--- config.mk ---
export PLATFORM = sky130hd
export DESIGN_NAME = xor_base64_codec
export DESIGN_NICKNAME = d
export VERILOG_FILES = /design/src/rtl/xb64_pkg.sv /design/src/rtl/xor_base64_codec.sv /design/src/rtl/xb64_step.sv
export SDC_FILE = /design/constraint.sdc
export NUM_CORES = 1
export LEC_CHECK = 0
export ABC_AREA = 1
export CORE_MARGIN = 5
export CORE_UTILIZATION = 65
export DETAILED_ROUTE_END_ITERATION = 7
export DONT_BUFFER_PORTS = 1
export PLACE_DENSITY = 0.81
export SETUP_SLACK_MARGIN = 0.1
export SLEW_MARGIN = 10
export SYNTH_ARGS = -nofsm -noshare
export SYNTH_HDL_FRONTEND = slang
export SYNTH_SLANG_ARGS = --single-unit
--- constraint.sdc ---
create_clock -name clock -period 3.1 [get_ports clock]
set_input_delay 0.155 -clock clock [delete_from_list [all_inputs] [get_ports clock]]
set_output_delay 0.155 -clock clock [all_outputs]
set_load 0.005 [all_outputs]
--- src/rtl/xb64_pkg.sv ---
package xb64_pkg;

   // Register indexes on the csr port
   localparam logic CSR_DIRECTION = 1'b0;
   localparam logic CSR_XOR_KEY   = 1'b1;

   // Direction codes
   localparam logic DIR_ENCODE = 1'b0;
   localparam logic DIR_DECODE = 1'b1;

   localparam int unsigned MAX_RSP = 4;

   // Character codes
   localparam logic [7:0] CHAR_PAD     = 8'h3d;  // '='
   localparam logic [7:0] CHAR_PLUS    = 8'h2b;  // '+'
   localparam logic [7:0] CHAR_SLASH   = 8'h2f;  // '/'
   localparam logic [7:0] CHAR_UPPER_A = 8'h41;
   localparam logic [7:0] CHAR_UPPER_Z = 8'h5a;
   localparam logic [7:0] CHAR_LOWER_A = 8'h61;
   localparam logic [7:0] CHAR_LOWER_Z = 8'h7a;
   localparam logic [7:0] CHAR_DIGIT_0 = 8'h30;
   localparam logic [7:0] CHAR_DIGIT_9 = 8'h39;

   localparam logic [5:0] SEXTET_LOWER_A = 6'd26;
   localparam logic [5:0] SEXTET_DIGIT_0 = 6'd52;
   localparam logic [5:0] SEXTET_PLUS    = 6'd62;
   localparam logic [5:0] SEXTET_SLASH   = 6'd63;

   typedef struct packed {
      logic [7:0] data_out;
      logic       has_data;
      logic       bad_char;
      logic       run_end;
      logic       msg_done;
   } rsp_entry_type;

   typedef struct packed {
      logic [5:0] bit_buffer;
      logic [2:0] bit_count;
      logic [1:0] chars_mod_four;
      logic       pad_seen;
      logic       error_seen;
   } msg_state_type;

   typedef struct packed {
      logic       valid;
      logic [5:0] value;
   } sextet_type;

   // Six-bit value to alphabet character
   function automatic logic [7:0] b64_sym(input logic [5:0] v);
      logic [7:0] w;
      w = {2'b00, v};
      if (v < SEXTET_LOWER_A) begin
         return w + CHAR_UPPER_A;
      end else if (v < SEXTET_DIGIT_0) begin
         return w + (CHAR_LOWER_A - {2'b00, SEXTET_LOWER_A});
      end else if (v < SEXTET_PLUS) begin
         return w - ({2'b00, SEXTET_DIGIT_0} - CHAR_DIGIT_0);
      end else if (v == SEXTET_PLUS) begin
         return CHAR_PLUS;
      end else begin
         return CHAR_SLASH;
      end
   endfunction

   // Alphabet character to six-bit value; valid low for anything else
   function automatic sextet_type b64_sextet(input logic [7:0] ch);
      sextet_type s;
      s.valid = 1'b1;
      s.value = '0;
      if (ch >= CHAR_UPPER_A && ch <= CHAR_UPPER_Z) begin
         s.value = 6'(ch - CHAR_UPPER_A);
      end else if (ch >= CHAR_LOWER_A && ch <= CHAR_LOWER_Z) begin
         s.value = 6'(ch - CHAR_LOWER_A) + SEXTET_LOWER_A;
      end else if (ch >= CHAR_DIGIT_0 && ch <= CHAR_DIGIT_9) begin
         s.value = 6'(ch - CHAR_DIGIT_0) + SEXTET_DIGIT_0;
      end else if (ch == CHAR_PLUS) begin
         s.value = SEXTET_PLUS;
      end else if (ch == CHAR_SLASH) begin
         s.value = SEXTET_SLASH;
      end else begin
         s.valid = 1'b0;
      end
      return s;
   endfunction

endpackage

--- src/rtl/xor_base64_codec.sv ---
// xor_base64_codec: streaming base64 codec with a one-byte XOR key.
//
// Channels: req_* carries one byte (encode) or one character (decode) per
// transaction, with req_msg_end on the last item of a message. rsp_* carries
// results one per transaction; rsp_run_end marks the last result of an input
// item and rsp_msg_done the last result of a message. Both use valid/ready.
// csr_* is a write-only register port: index 0 is direction (0 encode,
// 1 decode; any write clears message state), index 1 is xor_key. Write only
// while the block is idle.
//
// The first result of an item passes through the result list register, then
// the output register. Throughput: one result per cycle while the receiver
// takes them, set by the single output register. An item is taken as soon as
// the result list holds at most its last pending entry; encode yields 1 or 2
// characters per byte (up to 4 at message end), and decode takes a character
// every cycle while the receiver keeps up.
//
// Reset: synchronous, clears direction, key, message state, list count and
// output valid (payloads keep their value). A stalled receiver holds rsp_*
// steady; the result list then fills and req_ready drops until room frees up.
module xor_base64_codec
   import xb64_pkg::*;
(
   input  logic       clock,
   input  logic       reset,
   input  logic       req_valid,
   output logic       req_ready,
   input  logic [7:0] req_data_in,
   input  logic       req_msg_end,
   output logic       rsp_valid,
   input  logic       rsp_ready,
   output logic [7:0] rsp_data_out,
   output logic       rsp_has_data,
   output logic       rsp_bad_char,
   output logic       rsp_run_end,
   output logic       rsp_msg_done,
   input  logic       csr_wr_en,
   input  logic       csr_index,
   input  logic [7:0] csr_wdata
);

   logic                        direction_ff, direction_in;
   logic [7:0]                  xor_key_ff, xor_key_in;
   msg_state_type               state_ff, state_in;
   msg_state_type               step_state;

   // Result list: entries of the item in flight, read out in order
   rsp_entry_type [MAX_RSP-1:0] list_ff, list_in;
   rsp_entry_type [MAX_RSP-1:0] step_entries;
   logic [2:0]                  step_cnt;
   logic [2:0]                  cnt_ff, cnt_in;
   logic [1:0]                  rd_idx_ff, rd_idx_in;

   // Output register
   logic                        rsp_valid_ff, rsp_valid_in;
   rsp_entry_type               rsp_ff, rsp_in;

   logic                        out_load;
   logic                        pop;
   logic                        accept;

   xb64_step u_step (
      .direction (direction_ff),
      .xor_key   (xor_key_ff),
      .data_in   (req_data_in),
      .msg_end   (req_msg_end),
      .state_cur (state_ff),
      .state_nxt (step_state),
      .entries   (step_entries),
      .entry_cnt (step_cnt)
   );

   // Output register takes a new entry when empty or being drained
   assign out_load  = !rsp_valid_ff || rsp_ready;
   assign pop       = out_load && (cnt_ff != 3'd0);
   // Take a new item once the list holds at most its final entry on the way out
   assign req_ready = (cnt_ff == 3'd0) || ((cnt_ff == 3'd1) && out_load);
   assign accept    = req_valid && req_ready;

   always_comb begin
      direction_in = direction_ff;
      xor_key_in   = xor_key_ff;
      state_in     = state_ff;
      if (csr_wr_en) begin
         unique case (csr_index)
            CSR_DIRECTION: begin
               direction_in = csr_wdata[0];
               state_in     = '0;
            end
            CSR_XOR_KEY: begin
               xor_key_in = csr_wdata;
            end
            default: begin
            end
         endcase
      end else if (accept) begin
         state_in = step_state;
      end
   end

   always_comb begin
      list_in   = list_ff;
      cnt_in    = cnt_ff;
      rd_idx_in = rd_idx_ff;
      if (accept) begin
         list_in   = step_entries;
         cnt_in    = step_cnt;
         rd_idx_in = '0;
      end else if (pop) begin
         cnt_in    = cnt_ff - 3'd1;
         rd_idx_in = rd_idx_ff + 2'd1;
      end
   end

   always_comb begin
      rsp_valid_in = rsp_valid_ff;
      rsp_in       = rsp_ff;
      if (out_load) begin
         rsp_valid_in = pop;
         if (pop) begin
            rsp_in = list_ff[rd_idx_ff];
         end
      end
   end

   always_ff @(posedge clock) begin
      if (reset) begin
         direction_ff <= DIR_ENCODE;
         xor_key_ff   <= '0;
         state_ff     <= '0;
         cnt_ff       <= '0;
         rd_idx_ff    <= '0;
         rsp_valid_ff <= 1'b0;
      end else begin
         direction_ff <= direction_in;
         xor_key_ff   <= xor_key_in;
         state_ff     <= state_in;
         cnt_ff       <= cnt_in;
         rd_idx_ff    <= rd_idx_in;
         rsp_valid_ff <= rsp_valid_in;
      end
   end

   // Payload: no reset
   always_ff @(posedge clock) begin
      list_ff <= list_in;
      rsp_ff  <= rsp_in;
   end

   assign rsp_valid    = rsp_valid_ff;
   assign rsp_data_out = rsp_ff.data_out;
   assign rsp_has_data = rsp_ff.has_data;
   assign rsp_bad_char = rsp_ff.bad_char;
   assign rsp_run_end  = rsp_ff.run_end;
   assign rsp_msg_done = rsp_ff.msg_done;

`ifndef SYNTHESIS
   a_cnt_range: assert property (@(posedge clock) disable iff (reset)
      cnt_ff <= 3'(MAX_RSP))
      else $error("result list count out of range");

   a_encode_yields: assert property (@(posedge clock) disable iff (reset)
      (accept && direction_ff == DIR_ENCODE) |=> (cnt_ff != 3'd0))
      else $error("encode transaction produced no result");

   a_msg_clears: assert property (@(posedge clock) disable iff (reset)
      (accept && req_msg_end && !csr_wr_en) |=> (state_ff == '0))
      else $error("message state not cleared after final item");

   a_done_is_run_end: assert property (@(posedge clock) disable iff (reset)
      (rsp_valid_ff && rsp_ff.msg_done) |-> rsp_ff.run_end)
      else $error("message end without item end");

   a_encode_no_bad: assert property (@(posedge clock) disable iff (reset)
      (rsp_valid_ff && direction_ff == DIR_ENCODE) |-> !rsp_ff.bad_char)
      else $error("bad_char set while encoding");
`endif

endmodule

--- src/rtl/xb64_step.sv ---
module xb64_step
   import xb64_pkg::*;
(
   input  logic                              direction,
   input  logic [7:0]                        xor_key,
   input  logic [7:0]                        data_in,
   input  logic                              msg_end,
   input  msg_state_type                     state_cur,
   output msg_state_type                     state_nxt,
   output rsp_entry_type [MAX_RSP-1:0]       entries,
   output logic [2:0]                        entry_cnt
);

   logic [7:0]      byte_x;
   logic [3:0][5:0] chs;
   logic [1:0]      nchar;
   logic [5:0]      rem;
   logic [2:0]      rem_bits;
   logic [1:0]      mod_nxt;
   logic [1:0]      pads;
   logic [2:0]      total;
   sextet_type      sx;
   logic [11:0]     dval;
   logic            dec_byte;
   logic [7:0]      dec_data;
   logic            err_nxt;

   always_comb begin
      byte_x    = data_in ^ xor_key;
      state_nxt = state_cur;
      entries   = '0;
      entry_cnt = '0;
      chs       = '0;
      nchar     = '0;
      rem       = '0;
      rem_bits  = '0;
      mod_nxt   = '0;
      pads      = '0;
      total     = '0;
      sx        = b64_sextet(data_in);
      dval      = '0;
      dec_byte  = 1'b0;
      dec_data  = '0;
      err_nxt   = state_cur.error_seen;

      if (direction == DIR_ENCODE) begin
         // Emit whole sextets, keep the leftover bits
         case (state_cur.bit_count)
            3'd2: begin
               nchar    = 2'd1;
               chs[0]   = {state_cur.bit_buffer[1:0], byte_x[7:4]};
               rem      = {2'b00, byte_x[3:0]};
               rem_bits = 3'd4;
            end
            3'd4: begin
               nchar    = 2'd2;
               chs[0]   = {state_cur.bit_buffer[3:0], byte_x[7:6]};
               chs[1]   = byte_x[5:0];
               rem      = '0;
               rem_bits = 3'd0;
            end
            default: begin
               nchar    = 2'd1;
               chs[0]   = byte_x[7:2];
               rem      = {4'b0000, byte_x[1:0]};
               rem_bits = 3'd2;
            end
         endcase

         if (msg_end) begin
            // Flush leftover bits zero filled, then pad to a group of four
            if (rem_bits == 3'd2) begin
               chs[nchar] = {rem[1:0], 4'b0000};
               nchar      = nchar + 2'd1;
            end else if (rem_bits == 3'd4) begin
               chs[nchar] = {rem[3:0], 2'b00};
               nchar      = nchar + 2'd1;
            end
            mod_nxt = state_cur.chars_mod_four + nchar;
            pads    = 2'd0 - mod_nxt;
            total   = {1'b0, nchar} + {1'b0, pads};
            if (total > 3'(MAX_RSP)) begin
               total = 3'(MAX_RSP);
            end
            state_nxt = '0;
         end else begin
            total                    = {1'b0, nchar};
            state_nxt.bit_buffer     = rem;
            state_nxt.bit_count      = rem_bits;
            state_nxt.chars_mod_four = state_cur.chars_mod_four + nchar;
         end

         for (int i = 0; i < MAX_RSP; i++) begin
            entries[i].has_data = 1'b1;
            entries[i].data_out = (3'(i) < {1'b0, nchar}) ? b64_sym(chs[i]) : CHAR_PAD;
         end
         entry_cnt = total;
      end else begin
         if (!state_cur.pad_seen && !state_cur.error_seen) begin
            if (data_in == CHAR_PAD) begin
               state_nxt.pad_seen = 1'b1;
            end else if (!sx.valid) begin
               state_nxt.error_seen = 1'b1;
               err_nxt              = 1'b1;
            end else begin
               case (state_cur.bit_count)
                  3'd6: begin
                     dval                 = {state_cur.bit_buffer, sx.value};
                     dec_byte             = 1'b1;
                     dec_data             = dval[11:4];
                     state_nxt.bit_buffer = {2'b00, dval[3:0]};
                     state_nxt.bit_count  = 3'd4;
                  end
                  3'd4: begin
                     dval                 = {2'b00, state_cur.bit_buffer[3:0], sx.value};
                     dec_byte             = 1'b1;
                     dec_data             = dval[9:2];
                     state_nxt.bit_buffer = {4'b0000, dval[1:0]};
                     state_nxt.bit_count  = 3'd2;
                  end
                  3'd2: begin
                     dval                 = {4'b0000, state_cur.bit_buffer[1:0], sx.value};
                     dec_byte             = 1'b1;
                     dec_data             = dval[7:0];
                     state_nxt.bit_buffer = '0;
                     state_nxt.bit_count  = 3'd0;
                  end
                  default: begin
                     state_nxt.bit_buffer = sx.value;
                     state_nxt.bit_count  = 3'd6;
                  end
               endcase
            end
         end

         if (dec_byte) begin
            entries[0].data_out = dec_data ^ xor_key;
            entries[0].has_data = 1'b1;
            entry_cnt           = 3'd1;
         end else if (msg_end) begin
            // Bare end marker
            entries[0].bad_char = err_nxt;
            entry_cnt           = 3'd1;
         end
         if (msg_end) begin
            state_nxt = '0;
         end
      end

      for (int i = 0; i < MAX_RSP; i++) begin
         entries[i].run_end  = (3'(i) + 3'd1 == entry_cnt);
         entries[i].msg_done = (3'(i) + 3'd1 == entry_cnt) && msg_end;
      end
   end

endmodule

# Word-level counts from Yosys, hierarchy flattened
# Cells that the tools add are included.
[op_classes] add_sub_neg=21 n_lt_le_gt_ge=22 n_eq_ne=21 mux=89 bitwise_logic=7 n_reduce_logical=36
[op_table] op="$mux 8" n=14
[op_table] op="$mux 18" n=4
[op_table] op="$mux 6" n=12
[op_table] op="$mux 13" n=5
[op_table] op="$add 6x7->8 const B" n=6
[op_table] op="$bwmux 24" n=2
[op_table] op="$mux 9" n=5
[op_table] op="$lt 6x6->1 const B" n=6
[op_table] op="$mux 3" n=10
[op_table] op="$pmux 9 s3" n=1
[op_table] op="$bmux 12 s2" n=1
[op_table] op="$eq 8x6->1 const B" n=3
[op_table] op="$pmux 8 s3" n=1
[op_table] op="$sub 6x3->7 const B" n=3
[op_table] op="$mux 2" n=10
[op_table] op="$eq 6x6->1 const B" n=3
[op_table] op="$lt 6x5->1 const B" n=3
[op_table] op="$mux 1" n=17
[op_table] op="$ge 8x7->1 const B" n=2
[op_table] op="$le 8x7->1 const B" n=2
[op_table] op="$xor 8x8->8" n=2
[op_table] op="$demux 6 s2" n=1
[op_table] op="$logic_and 1x1->1" n=12
[op_table] op="$mux 12" n=1
[op_table] op="other kinds (43)" n=70
[totals] ff_bits=85 inputBits=23 output_inout_bits=14 word_cells=230

# Longest topological paths before layout
# Gate-level depths: netlist of run 1.
[depth] word_depth=19 mapped_depth=18

# Modules after synthesis
# A second synthesis of run 1 with hierarchy kept.
[hier_totals] cells_unflattened=837 area_unflattened_um2=6468.7
[by_module_without_submodules] mod="xor_base64_codec" n_inst=1 cells_each=282 area_per_inst_um2=3467.1 seq_area_each_um2=2362.3
[by_module_without_submodules] mod="xb64_step" n_inst=1 cells_each=555 area_per_inst_um2=3001.6 seq_area_each_um2=0.0

# Worst setup path after synthesis of run 1
# No wires, ideal clock.
[synth_path] path_kind="register to register" from="reg state_ff[5] (netlist name)" to="reg list_ff[6] (netlist name), data pin" t_arrival_ps=2316 t_required_ps=2847 path_slack_ps=531 path_stages_with_launch=14 path_buffers=2 path_cell_list="dfxtp_1 -> inv_1 -> ha_1 -> buf_4 -> buf_4 -> o22ai_1 -> inv_1 -> ha_1 -> a21oi_1 -> nand2_1 -> o21ai_0 -> inv_1 -> nand2_1 -> nand2_1"
[synth_lines] element="from (decl)" line="xor_base64_codec.sv:44" rtl="msg_state_type state_ff, state_in;"
[synth_lines] element="from (signal assigned)" line="xor_base64_codec.sv:137" rtl="state_ff <= state_in;"
[synth_lines] element="to (signal assigned)" line="xor_base64_codec.sv:146" rtl="list_ff <= list_in;"
[synth_lines] element="to (decl)" line="xor_base64_codec.sv:48" rtl="rsp_entry_type [MAX_RSP-1:0] list_ff, list_in;"

# Final worst setup path of run 1
[layout_path] from="reg state_ff[5] (netlist name)" to="reg list_ff[19] (netlist name), data pin"
[layout_via] elab_chain_cells=17 elab_cells_between_ends=41 cone_classes="add/sub: 4; order compare: 6; eq/ne: 4; mux: 26; reduce/logical: 1"
[layout_rtl] element="$eq 3x3->1" line="xb64_step.sv:48" rtl="case (state_cur.bit_count)"
[layout_rtl] element="$mux 2" line="xb64_step.sv:48"
[layout_rtl] element="$mux 2" line="xb64_step.sv:46" rtl="if (direction == DIR_ENCODE) begin"
[layout_rtl] element="$lt 2x3->1 (not written as such) or $ge 2x1->1 (tied branches)" line="xb64_step.sv:73, xb64_step.sv:76"
[layout_rtl] element="$logic_and 1x1->1 (not written as such)" line="xb64_step.sv:73, xb64_step.sv:76"
[layout_rtl] element="$mux 6 (not written as such)" line="xb64_step.sv:73, xb64_step.sv:76"
[layout_rtl] element="$demux 6 s2"
[layout_rtl] element="$bwmux 24" line="xb64_step.sv:76" rtl="chs[nchar] = {rem[3:0], 2'b00};"
[layout_rtl] element="$mux 18" line="xb64_step.sv:75" rtl="end else if (rem_bits == 3'd4) begin"
[layout_rtl] element="$mux 18" line="xb64_step.sv:72" rtl="if (rem_bits == 3'd2) begin"
[layout_rtl] element="$mux 18" line="xb64_step.sv:70" rtl="if (msg_end) begin"
[layout_rtl] element="$mux 18" line="xb64_step.sv:46"
[layout_rtl] element="$sub 6x3->7 or $lt 6x6->1 (tied branches)" line="xb64_pkg.sv:59, xb64_pkg.sv:58"
[layout_rtl] element="$mux 8" line="xb64_pkg.sv:58" rtl="end else if (v < SEXTET_PLUS) begin"
[layout_rtl] element="$mux 8" line="xb64_pkg.sv:56" rtl="end else if (v < SEXTET_DIGIT_0) begin"
[layout_rtl] element="$mux 8" line="xb64_pkg.sv:54" rtl="if (v < SEXTET_LOWER_A) begin"
[layout_rtl] element="$mux 6 *" line="xb64_step.sv:95" rtl="entries[i].data_out = (3'(i) < {1'b0, nchar}) ? b64_sym(chs[i]) : CHAR_PAD;"
# Mark *: on every way between the ends. The rest lies on a longest branch, timed or not. The select of a mux whose other input is x is not followed.
# A chain may end at the register's enable or synchronous reset.

==> results of run 1 <==
cell usage after synthesis, drive strengths merged, types with 6 or more instances:
| master | instances | area share, % |
|---|---|---|
| nor3 | 6 | 0.70 |
| nand2 | 232 | 16 |
| nor2 | 104 | 7.7 |
| inv | 100 | 6.4 |
| nand3 | 94 | 8.6 |
| buf | 14 | 1.8 |
| o21ai | 51 | 4.9 |
| nand4 | 19 | 2.1 |
| xor2 | 15 | 2.2 |
| ha | 36 | 7.7 |
| clkbuf | 11 | 0.70 |
| xnor2 | 6 | 0.89 |
| a21oi | 32 | 3.0 |
| dfxtp | 27 | 9.2 |
| edfxtp | 47 | 24 |
logic make-up after synthesis:
group                    share of synthesized area, %
AO/OA/AOI/OAI                                    11.4
AND/OR/NAND/NOR                                  35.7
other                                          0.0638
adder cells (fa/ha/maj)                          7.66
flip-flops                                       33.2
XOR/XNOR                                         3.13
buffers and inverters                            8.90
power breakdown:
group | switching [mW] | internal (mW) | leakage, nW | total (mW)
logic | 1.17 | 0.586 | 1.98 | 1.76
clock network | 0.385 | 0.402 | 0.107 | 0.787
registers | 0.189 | 1.47 | 0.665 | 1.66
total | 1.75 | 2.46 | 2.75 | 4.21
worst max-delay path, cell delays in order (launching register included):
cell,delay (ns)
dfxtp_1,0.42
inv_1,0.12
ha_4,0.36
inv_1,0.10
nor2_1,0.14
nor2_1,0.12
a21oi_4,0.25
inv_2,0.09
ha_1,0.21
inv_1,0.08
nor2_1,0.06
inv_1,0.07
nand4_1,0.14
nor2_1,0.14
nor2_1,0.06
nor2_1,0.10
nor2_1,0.04
sequential cells by signal (all words and copies together) (netlist names):
| signal | cells |
|---|---|
| xor_key_ff | 8 |
| rsp_data_out | 8 |
| rd_idx_ff | 2 |
| rsp_has_data | 1 |
| rsp_msg_done | 1 |
| rsp_run_end | 1 |
| rsp_valid | 1 |
| state_ff | 12 |
| rsp_bad_char | 1 |
| cnt_ff | 3 |
| list_ff | 35 |
| direction_ff | 1 |
how the worst min path moves through the flow:
stage	from	end	cells after the start
3_5_place_dp	reset	state_ff[3]	1
6_report	csr_wdata[7]	xor_key_ff[7]	2
4_1_cts	csr_wdata[3]	xor_key_ff[3]	2
3_3_place_gp	reset	state_ff[3]	1
2_1_floorplan	csr_wdata[0]	direction_ff	2
5_1_grt	csr_wdata[7]	xor_key_ff[7]	2
per-layer routing:
metal,up-vias,GRT usage [%],share of wire (%)
li1,2734,-,-
met1,2494,34.9,44
met2,166,44.2,48
met3,22,4.44,5.5
met4,0,8.68,2.4
met5,-,0,0
area by class of cell:
class | instances | area (sq um) | area share [%]
Tap cell | 108 | 135 | 2.18
Clock inverter | 6 | 73.8 | 1.19
Clock buffer | 10 | 138 | 2.22
Inverter | 100 | 375 | 6.06
Multi-Input combinational cell | 629 | 3420 | 55.3
Timing Repair Buffer | 11 | 95.1 | 1.54
Sequential cell | 74 | 1950 | 31.5
what timing repair did:
item	in CTS	in global routing
buffers inserted	0	0
endpoints found under the setup margin	0	12
gates resized for setup	0	3
hold endpoints to repair	10	0
hold buffers	5	0
per-stage QoR:
step | power, mW | setup slack, ns | utilization (%) | instances | hold slack (ns)
6_report | 4.21 | 0.358 | 70.6 | 938 | 0.00176
3_5_place_dp | 3.39 | 0.194 | 67.4 | 917 | 0.228
2_1_floorplan | 3.01 | 0.531 | - | 828 | 0.345
4_1_cts | 4.19 | 0.165 | 70.4 | 938 | 0.00218
5_1_grt | 4.53 | 0.122 | 70.6 | 938 | 0.00486
3_3_place_gp | 3.33 | 0.321 | 67.4 | 917 | 0.226
==> results.sh, run 1 <==
export IMPL_postSynthAreaPerCell_sq_um=7.10
export IMPL_cts_tree="done"
export IMPL_die_y_um=105
export IMPL_slew_violations=0
export IMPL_io_pins=37
export IMPL_port_buffers=0
export IMPL_peakVddDrop_v=0.000341
export IMPL_root_buffer="clkbuf_8"
export IMPL_grt_pass1_wl_um=24400
export IMPL_htreeDepth=3
export IMPL_synth_cell_types=47
export IMPL_die_area_sq_um=11000
export IMPL_startpoint="state_ff[5]"
export IMPL_cp_required_ns=3.20
export IMPL_yosys_most_used_dff="edfxtp_1"
export IMPL_seq_area_frac_synth_pct=33.2
export IMPL_setup_viol=0
export IMPL_reg2reg_depth=16
export IMPL_critPathArrivalTime_ns=2.85
export IMPL_reg2reg_to="list_ff[19]"
export IMPL_drc=0
export IMPL_drive_above_1_share_pct=10.1
export IMPL_final_cell_mix="nand2_1 (214), nor2_1 (93), nand3_1 (89)"
export IMPL_crit_path_end_kind="register"
export IMPL_start_util_pct=67.1
export IMPL_cap_violations=0
export IMPL_r2r_slack_ns=0.36
export IMPL_nNetsFinal=884
export IMPL_power_density_nw_per_um2=680
export IMPL_rsz0062_at_grt="no"
export IMPL_final_design_area_no_fill_sq_um=6190
export IMPL_clk_pin_slew_worst_paths_ns=0.08
export IMPL_fin_skew_ns=0.00894
export IMPL_tightest_slew_ns=0.698
export IMPL_reg2reg_from="state_ff[5]"
export IMPL_antenna_found_initial=0
export IMPL_ys_seq_elements=74
export IMPL_status="finished, final reports clean"
export IMPL_dp_hpwl_um=11000
export IMPL_tns_ns=0
export IMPL_synth_edf_count=47
export IMPL_endpoint="list_ff[19]"
export IMPL_synth_area_sq_um=5880
export IMPL_final_common_cell="nand2_1"
export IMPL_crit_type="reg2reg"
export IMPL_final_antenna_net_count=0
export IMPL_syn_inst=828
export IMPL_design_core_area_sq_um=8760
export IMPL_cts_buffers=9
export IMPL_fp_row_count=34
export IMPL_drtIter0Drc=389
export IMPL_grt_overflow=0
export IMPL_num_fill_cells=750
export IMPL_max_freq_mhz=365
export IMPL_ys_async_sr_fraction_pct=0
export IMPL_area_growth_pct=5.32
export IMPL_cts_sinks=74
export IMPL_dieWidth_um=105
export IMPL_wire_per_inst_um=15.2
export IMPL_via_per_inst=5.77
export IMPL_fin_crit_sh_pct=88.5
export IMPL_wl_um=14300
export IMPL_grt_use_total_pct=26.5
export IMPL_routabilityCongestion=0.973
export IMPL_grt_max_degree=32
export IMPL_diodes=0
export IMPL_firstDrtPassIters=5
export IMPL_vias=5416
export IMPL_crit_path_start_kind="register"
export IMPL_clock_latency_ns=0.35
export IMPL_fin_crit_ns=2.74
export IMPL_max_slew_margin_pct=53.4
export IMPL_synth_warnings=0
export IMPL_grt_pass1_vias=5083
export IMPL_clockBufferDepth=2
export IMPL_synth_nets=887
export IMPL_p_leak_nw=2.75
export IMPL_cp_max_fo=12
export IMPL_hold_viol=0
export IMPL_placed_area_sq_um=5910
export IMPL_hold_path_class="in2reg"
No activity file was read; power rests on OpenSTA's default activity.
==> run 2, diff against run 1 <==
--- a/config.mk
+++ b/config.mk
@@ -7,8 +7,7 @@
 export LEC_CHECK = 0
-export ABC_AREA = 1
+export ABC_AREA = 0
 export CORE_MARGIN = 5
-export CORE_UTILIZATION = 65
+export CORE_UTILIZATION = 35
 export DETAILED_ROUTE_END_ITERATION = 7
 export DONT_BUFFER_PORTS = 1
-export PLACE_DENSITY = 0.81
 export SETUP_SLACK_MARGIN = 0.1
==> constraint.sdc (replaced) <==
create_clock -name clock -period 3.1 [get_ports clock]
set_input_delay 0 -clock clock [delete_from_list [all_inputs] [get_ports clock]]
set_output_delay 0 -clock clock [all_outputs]
set_load 0.005 [all_outputs]
==> results.sh, run 2 <==
export IMPL_status="finished, final reports clean"
export IMPL_firstDrtPassIters=5
export IMPL_peakVddDrop_v=0.000283
export IMPL_wire_per_inst_um=17.6
export IMPL_vias=4722
export IMPL_grt_max_degree=42
export IMPL_synth_most_common_cell="edfxtp_1"
export IMPL_final_common_cell="edfxtp_1"
export IMPL_internal_power_mw=2.47
export IMPL_clk_pin_slew_worst_paths_ns=0.06
export IMPL_ys_top_cells_by_count="edfxtp_1 (47), nand2_1 (46), nor2_1 (45), a21oi_1 (40), ha_1 (36)"
export IMPL_final_design_area_no_fill_sq_um=6370
export IMPL_multi_input_area_sq_um=3310
export IMPL_rsz0062_at_grt="no"
export IMPL_cp_required_ns=3.18
export IMPL_slew_violations=0
export IMPL_cts_buffers=9
export IMPL_root_buffer="clkbuf_16"
export IMPL_largest_reg_flops=35
export IMPL_start_util_pct=35.9
export IMPL_regArea_sq_um=1960
export IMPL_synth_top_area_cell="edfxtp_1"
export IMPL_cp_cell_sequence="inv_2 -> ha_4 -> and4b_1 -> a32oi_1 -> buf_4 -> ha_1 -> a2111o_1 -> mux2_4 -> mux2i_1 -> a21oi_1"
export IMPL_cp_max_fo=8
export IMPL_cts_sinks=74
export IMPL_drive_above_1_share_pct=14.4
export IMPL_final_antenna_net_count=0
export IMPL_synth_cell_types=73
export IMPL_num_fill_cells=1526
export IMPL_antenna_found_initial=0
export IMPL_slowest_delay_ns=0.53
export IMPL_synth_edf_count=47
export IMPL_tns_ns=0
export IMPL_hold_ws_ns=0.00444
export IMPL_power_switching_mw=1.16
export IMPL_design_core_area_sq_um=15300
export IMPL_cp_slowest_cell="a2111o_1"
export IMPL_synth_nets=661
export IMPL_max_slew_margin_pct=25.6
export IMPL_synth_warnings=0
export IMPL_ys_async_sr_fraction_pct=0
export IMPL_dp_hpwl_um=10900
export IMPL_fin_crit_ns=2.91
export IMPL_placed_area_sq_um=5790
export IMPL_syn_inst=602
export IMPL_yosys_most_used_dff="edfxtp_1"
export IMPL_max_flop_register="list_ff"
export IMPL_synth_top_area_share_pct=25.7
export IMPL_grt_overflow=0
export IMPL_tightest_slew_ns=1.11
export IMPL_wl_um=14700
export IMPL_synthTopCellsByArea="edfxtp_1 (26%), dfxtp_1 (9.8%), ha_1 (8.2%)"
export IMPL_hold_path_class="in2reg"
export IMPL_die_area_sq_um=18300
export IMPL_crit_path_start_kind="register"
export IMPL_crit_type="reg2reg"
export IMPL_dieWidth_um=135
export IMPL_p_leak_nw=2.32
export IMPL_area_growth_pct=15.9
export IMPL_postSynthAreaPerCell_sq_um=9.12
export IMPL_hold_viol=0
export IMPL_clockBufferDepth=2
export IMPL_fp_row_count=45
export IMPL_utilization_pct=41.6
export IMPL_p_sw_share_pct=31.9
export IMPL_grt_pass1_vias=4513
export IMPL_seqPwrFrac_pct=42.3
export IMPL_p_comb_share_pct=27.8
export IMPL_htreeDepth=3
export IMPL_nNetsFinal=680
export IMPL_io_pins=37
export IMPL_drc=0
export IMPL_final_cell_mix="edfxtp_1 (47), nand2_1 (46), nor2_1 (42)"
export IMPL_p_clk_share_pct=29.9
export IMPL_fin_crit_sh_pct=93.8
export IMPL_seq_area_frac_synth_pct=35.5
export IMPL_setup_viol=0
export IMPL_cts_tree="done"
export IMPL_ys_seq_elements=74
export IMPL_largestRegisters="list_ff x35, state_ff x12"
export IMPL_max_freq_mhz=344
export IMPL_grt_pass1_wl_um=24000
export IMPL_port_buffers=0
export IMPL_critPathArrivalTime_ns=2.99
export IMPL_via_per_inst=5.64
export IMPL_routabilityCongestion=0.905
export IMPL_drtIter0Drc=523
export IMPL_fin_skew_ns=0.00662
export IMPL_cap_violations=0
export IMPL_diodes=0
export IMPL_grt_use_total_pct=16.4
export IMPL_die_y_um=135
export IMPL_crit_path_end_kind="register"
export IMPL_power_density_nw_per_um2=569
export IMPL_finalPower_mw=3.63
export IMPL_synth_area_sq_um=5490
export IMPL_clock_latency_ns=0.35
## run 2: cell count changes after synthesis, sizes merged, moves of 15 or more
cell   previous run  this run
o21ai            51        24
nand3            94        30
nand2           232        46
nand4            19         4
nor2            104        46
inv             100        34
## run 2: power by group through the flow
stage | combinational, mW | sequential, mW | clock, mW
after global routing | 1.12 | 1.57 | 1.15
after floorplan | 0.766 | 1.48 | 0
after CTS | 0.986 | 1.54 | 1.10
after detailed placement | 0.950 | 1.56 | 0
after global placement | 0.940 | 1.56 | 0
final | 1.01 | 1.53 | 1.08
## run 2: worst max-delay path, delay by kind of cell (launching register included)
kind	cells	cell delay, ns
AOI/OAI and AO/OA	3	0.74
adders and majority gates	2	0.51
buffers and inverters	2	0.26
DFF	1	0.39
muxes	2	0.50
and+or+nand+nor	1	0.25
## run 2: area by class of cell
class | instances | share of cell area, %
multi-input combinational | 456 | 51.9
sequential | 74 | 30.8
timing repair buffer | 46 | 6.31
tap | 211 | 4.15
clock buffer | 9 | 3.54
inverter | 34 | 2.00
clock inverter | 7 | 1.30
## run 2: logic make-up (layout without fill, tap and decap cells)
kind of cell / after synthesis / after routing / share of synthesized area, %
fa+ha+maj: 36 / 36 / 8.20
flops: 74 / 74 / 35.5
buf+inv: 72 / 96 / 5.76
xor+xnor: 31 / 31 / 4.94
simple gates: 200 / 200 / 18.5
other cells: 1 / 1 / 0.0683
mux: 25 / 25 / 6.26
compound gates: 163 / 163 / 20.7
## run 2: worst paths after layout
| kind | start | to | slack (ns) | depth (start not counted) |
|---|---|---|---|---|
| setup / recovery | state_ff[5] | list_ff[19] | 0.19 | 10 |
| hold / removal | csr_index | xor_key_ff[0] | 0.004 | 3 |
| setup reg to reg | state_ff[5] | list_ff[19] | 0.19 | 10 |
| hold reg to reg | state_ff[12] | state_ff[12] | 0.46 | 2 |
## run 2: metrics by stage
stage | setup WS [ns] | instances
after global placement | 0.176 | 802
final | 0.191 | 837
after CTS | 0.130 | 834
after global routing | 0.0930 | 837
after floorplan | 0.109 | 602
after detailed placement | 0.141 | 802
## run 2: per-layer routing
metal  vias up  wire [um]  track usage (%)
li1       2284          -                -
met1      2285       6980             22.4
met2       131       6700             26.2
met3        22        738             3.42
met4         0        269             4.87
met5         -          0                0
## run 2: timing repair
item | in CTS | in global routing
setup buffers | 0 | 3
hold buffers | 16 | 0
resized for setup | 0 | 21
hold endpoints to repair | 33 | 0
setup endpoints to repair | 0 | 17
==> run 3, diff against run 2 <==
--- a/config.mk
+++ b/config.mk
@@ -17 +17,2 @@
 export SYNTH_SLANG_ARGS = --single-unit
+export TNS_END_PERCENT = 100
==> constraint.sdc (replaced) <==
create_clock -name clock -period 3.1 [get_ports clock]
set_input_delay 0.31 -clock clock [delete_from_list [all_inputs] [get_ports clock]]
set_output_delay 0.31 -clock clock [all_outputs]
set_load 0.005 [all_outputs]
==> results.sh, run 3 (synthesis gave the netlist of run 2 again) <==
export IMPL_nNetsFinal=665
export IMPL_wire_per_inst_um=18.0
export IMPL_fin_crit_sh_pct=92.3
export IMPL_critPathArrivalTime_ns=2.94
export IMPL_design_core_area_sq_um=15300
export IMPL_crit_type="reg2reg"
export IMPL_diodes=0
export IMPL_start_util_pct=35.9
export IMPL_crit_path_end_kind="register"
export IMPL_power_density_nw_per_um2=580
export IMPL_drc=0
export IMPL_die_area_sq_um=18300
export IMPL_peakVddDrop_v=0.000297
export IMPL_grt_overflow=0
export IMPL_drive_above_1_share_pct=15.1
export IMPL_cp_slowest_cell="dfxtp_2"
export IMPL_num_fill_cells=1537
export IMPL_clock_latency_ns=0.34
export IMPL_crit_buf_inv=3
export IMPL_fin_skew_ns=0.00730
export IMPL_clockBufferDepth=2
export IMPL_root_buffer="clkbuf_16"
export IMPL_largest_reg_flops=35
export IMPL_final_antenna_net_count=0
export IMPL_cts_buffers=9
export IMPL_p_comb_share_pct=27.3
export IMPL_internal_power_mw=2.46
export IMPL_fp_row_count=45
export IMPL_cp_top_family="compound AO/OA/AOI/OAI gates"
export IMPL_postLayoutSetupSlackWorst_ns=0.238
export IMPL_via_per_inst=5.68
export IMPL_clk_pin_slew_worst_paths_ns=0.07
export IMPL_dp_hpwl_um=11000
export IMPL_cp_max_fo=11
export IMPL_power_switching_mw=1.16
export IMPL_tightest_slew_ns=0.784
export IMPL_placed_area_sq_um=5810
export IMPL_die_y_um=135
export IMPL_post_place_cells=804
export IMPL_drtIter0Drc=433
export IMPL_grt_max_degree=42
export IMPL_routabilityCongestion=0.907
export IMPL_tns_ns=0
export IMPL_grt_pass1_vias=4425
export IMPL_slowest_delay_ns=0.40
export IMPL_antenna_found_initial=0
export IMPL_p_leak_nw=2.26
export IMPL_hold_viol=0
export IMPL_slew_violations=0
export IMPL_finalPower_mw=3.61
export IMPL_seqPwrFrac_pct=42.6
export IMPL_hold_ws_ns=0.0365
export IMPL_crit_path_start_kind="register"
export IMPL_port_buffers=0
export IMPL_fin_crit_ns=2.86
export IMPL_vias=4665
export IMPL_rsz0062_at_grt="yes"
export IMPL_hold_buffers=0
export IMPL_crit_top_cell="inv_1"
export IMPL_dieWidth_um=135
export IMPL_firstDrtPassIters=5
export IMPL_final_cell_mix="edfxtp_1 (47), nand2_1 (46), nor2_1 (41)"
export IMPL_max_slew_margin_pct=47.7
export IMPL_grt_use_total_pct=16.1
export IMPL_fin_cells=822
export IMPL_wl_um=14800
export IMPL_cts_sinks=74
export IMPL_max_flop_register="list_ff"
export IMPL_pre_cts_ws_ns=0.0985
export IMPL_regArea_sq_um=1950
export IMPL_p_clk_share_pct=30.1
export IMPL_io_pins=37
export IMPL_p_sw_share_pct=32.0
export IMPL_final_design_area_no_fill_sq_um=6230
export IMPL_area_growth_pct=13.4
export IMPL_utilization_pct=40.7
export IMPL_setup_viol=0
export IMPL_final_common_cell="edfxtp_1"
export IMPL_cp_required_ns=3.17
export IMPL_multi_input_area_sq_um=3340
export IMPL_grt_pass1_wl_um=23500
export IMPL_cts_tree="done"
export IMPL_hold_path_class="in2reg"
export IMPL_htreeDepth=3
export IMPL_largestRegisters="list_ff x35, state_ff x12"
export IMPL_cp_cell_sequence="inv_1 -> ha_4 -> buf_6 -> nor2_1 -> a31oi_1 -> inv_1 -> ha_2 -> nor2_4 -> a32oi_2 -> mux2_2 -> a221oi_1 -> o32ai_1"
export IMPL_cap_violations=0
export IMPL_max_freq_mhz=349
export IMPL_status="finished, final reports clean"
## run 3: timing repair
item,CTS,global route
pin swaps,0,1
gates resized for setup,2,18
cloned,0,1
buffers inserted,0,1
endpoints found under the setup margin,3,14
## run 3: layout make-up
class / instances / area share [%]
Multi-Input combinational cell: 457 / 53.5
Sequential cell: 74 / 31.3
Tap cell: 211 / 4.24
Timing Repair Buffer: 30 / 3.88
Clock buffer: 9 / 3.61
Inverter: 34 / 2.05
Clock inverter: 7 / 1.35
## run 3: worst reg2reg max path, delay by kind of cell, from the launching register on
kind                       cells  cell delay, ns
DFF                            1            0.40
muxes                          1            0.31
and+or+nand+nor                2            0.21
adders and majority gates      2            0.55
buffers and inverters          3            0.38
AOI/OAI and AO/OA              4            0.77
## run 3: final timing paths
path	startpoint	slack, ns	cells past startpoint	endpoint
max	state_ff[5]	0.24	12	list_ff[8]
max reg2reg	state_ff[5]	0.24	12	list_ff[8]
min reg2reg	state_ff[12]	0.45	2	state_ff[12]
min	reset	0.04	1	state_ff[3]
## run 3: power by group through the flow
stage | sequential (mW) | clock [mW] | combinational, mW
final | 1.54 | 1.09 | 0.986
after global routing | 1.57 | 1.16 | 1.10
after CTS | 1.55 | 1.11 | 0.966
after detailed placement | 1.57 | 0 | 0.954
after global placement | 1.56 | 0 | 0.942
after floorplan | 1.48 | 0 | 0.766
## run 3: per-layer routing
metal	share of wire, %	vias to the layer above	global-route usage, %
li1	-	2263	-
met1	45	2210	22.1
met2	46	171	25.3
met3	7.2	21	3.60
met4	1.9	0	4.59
met5	0	-	0
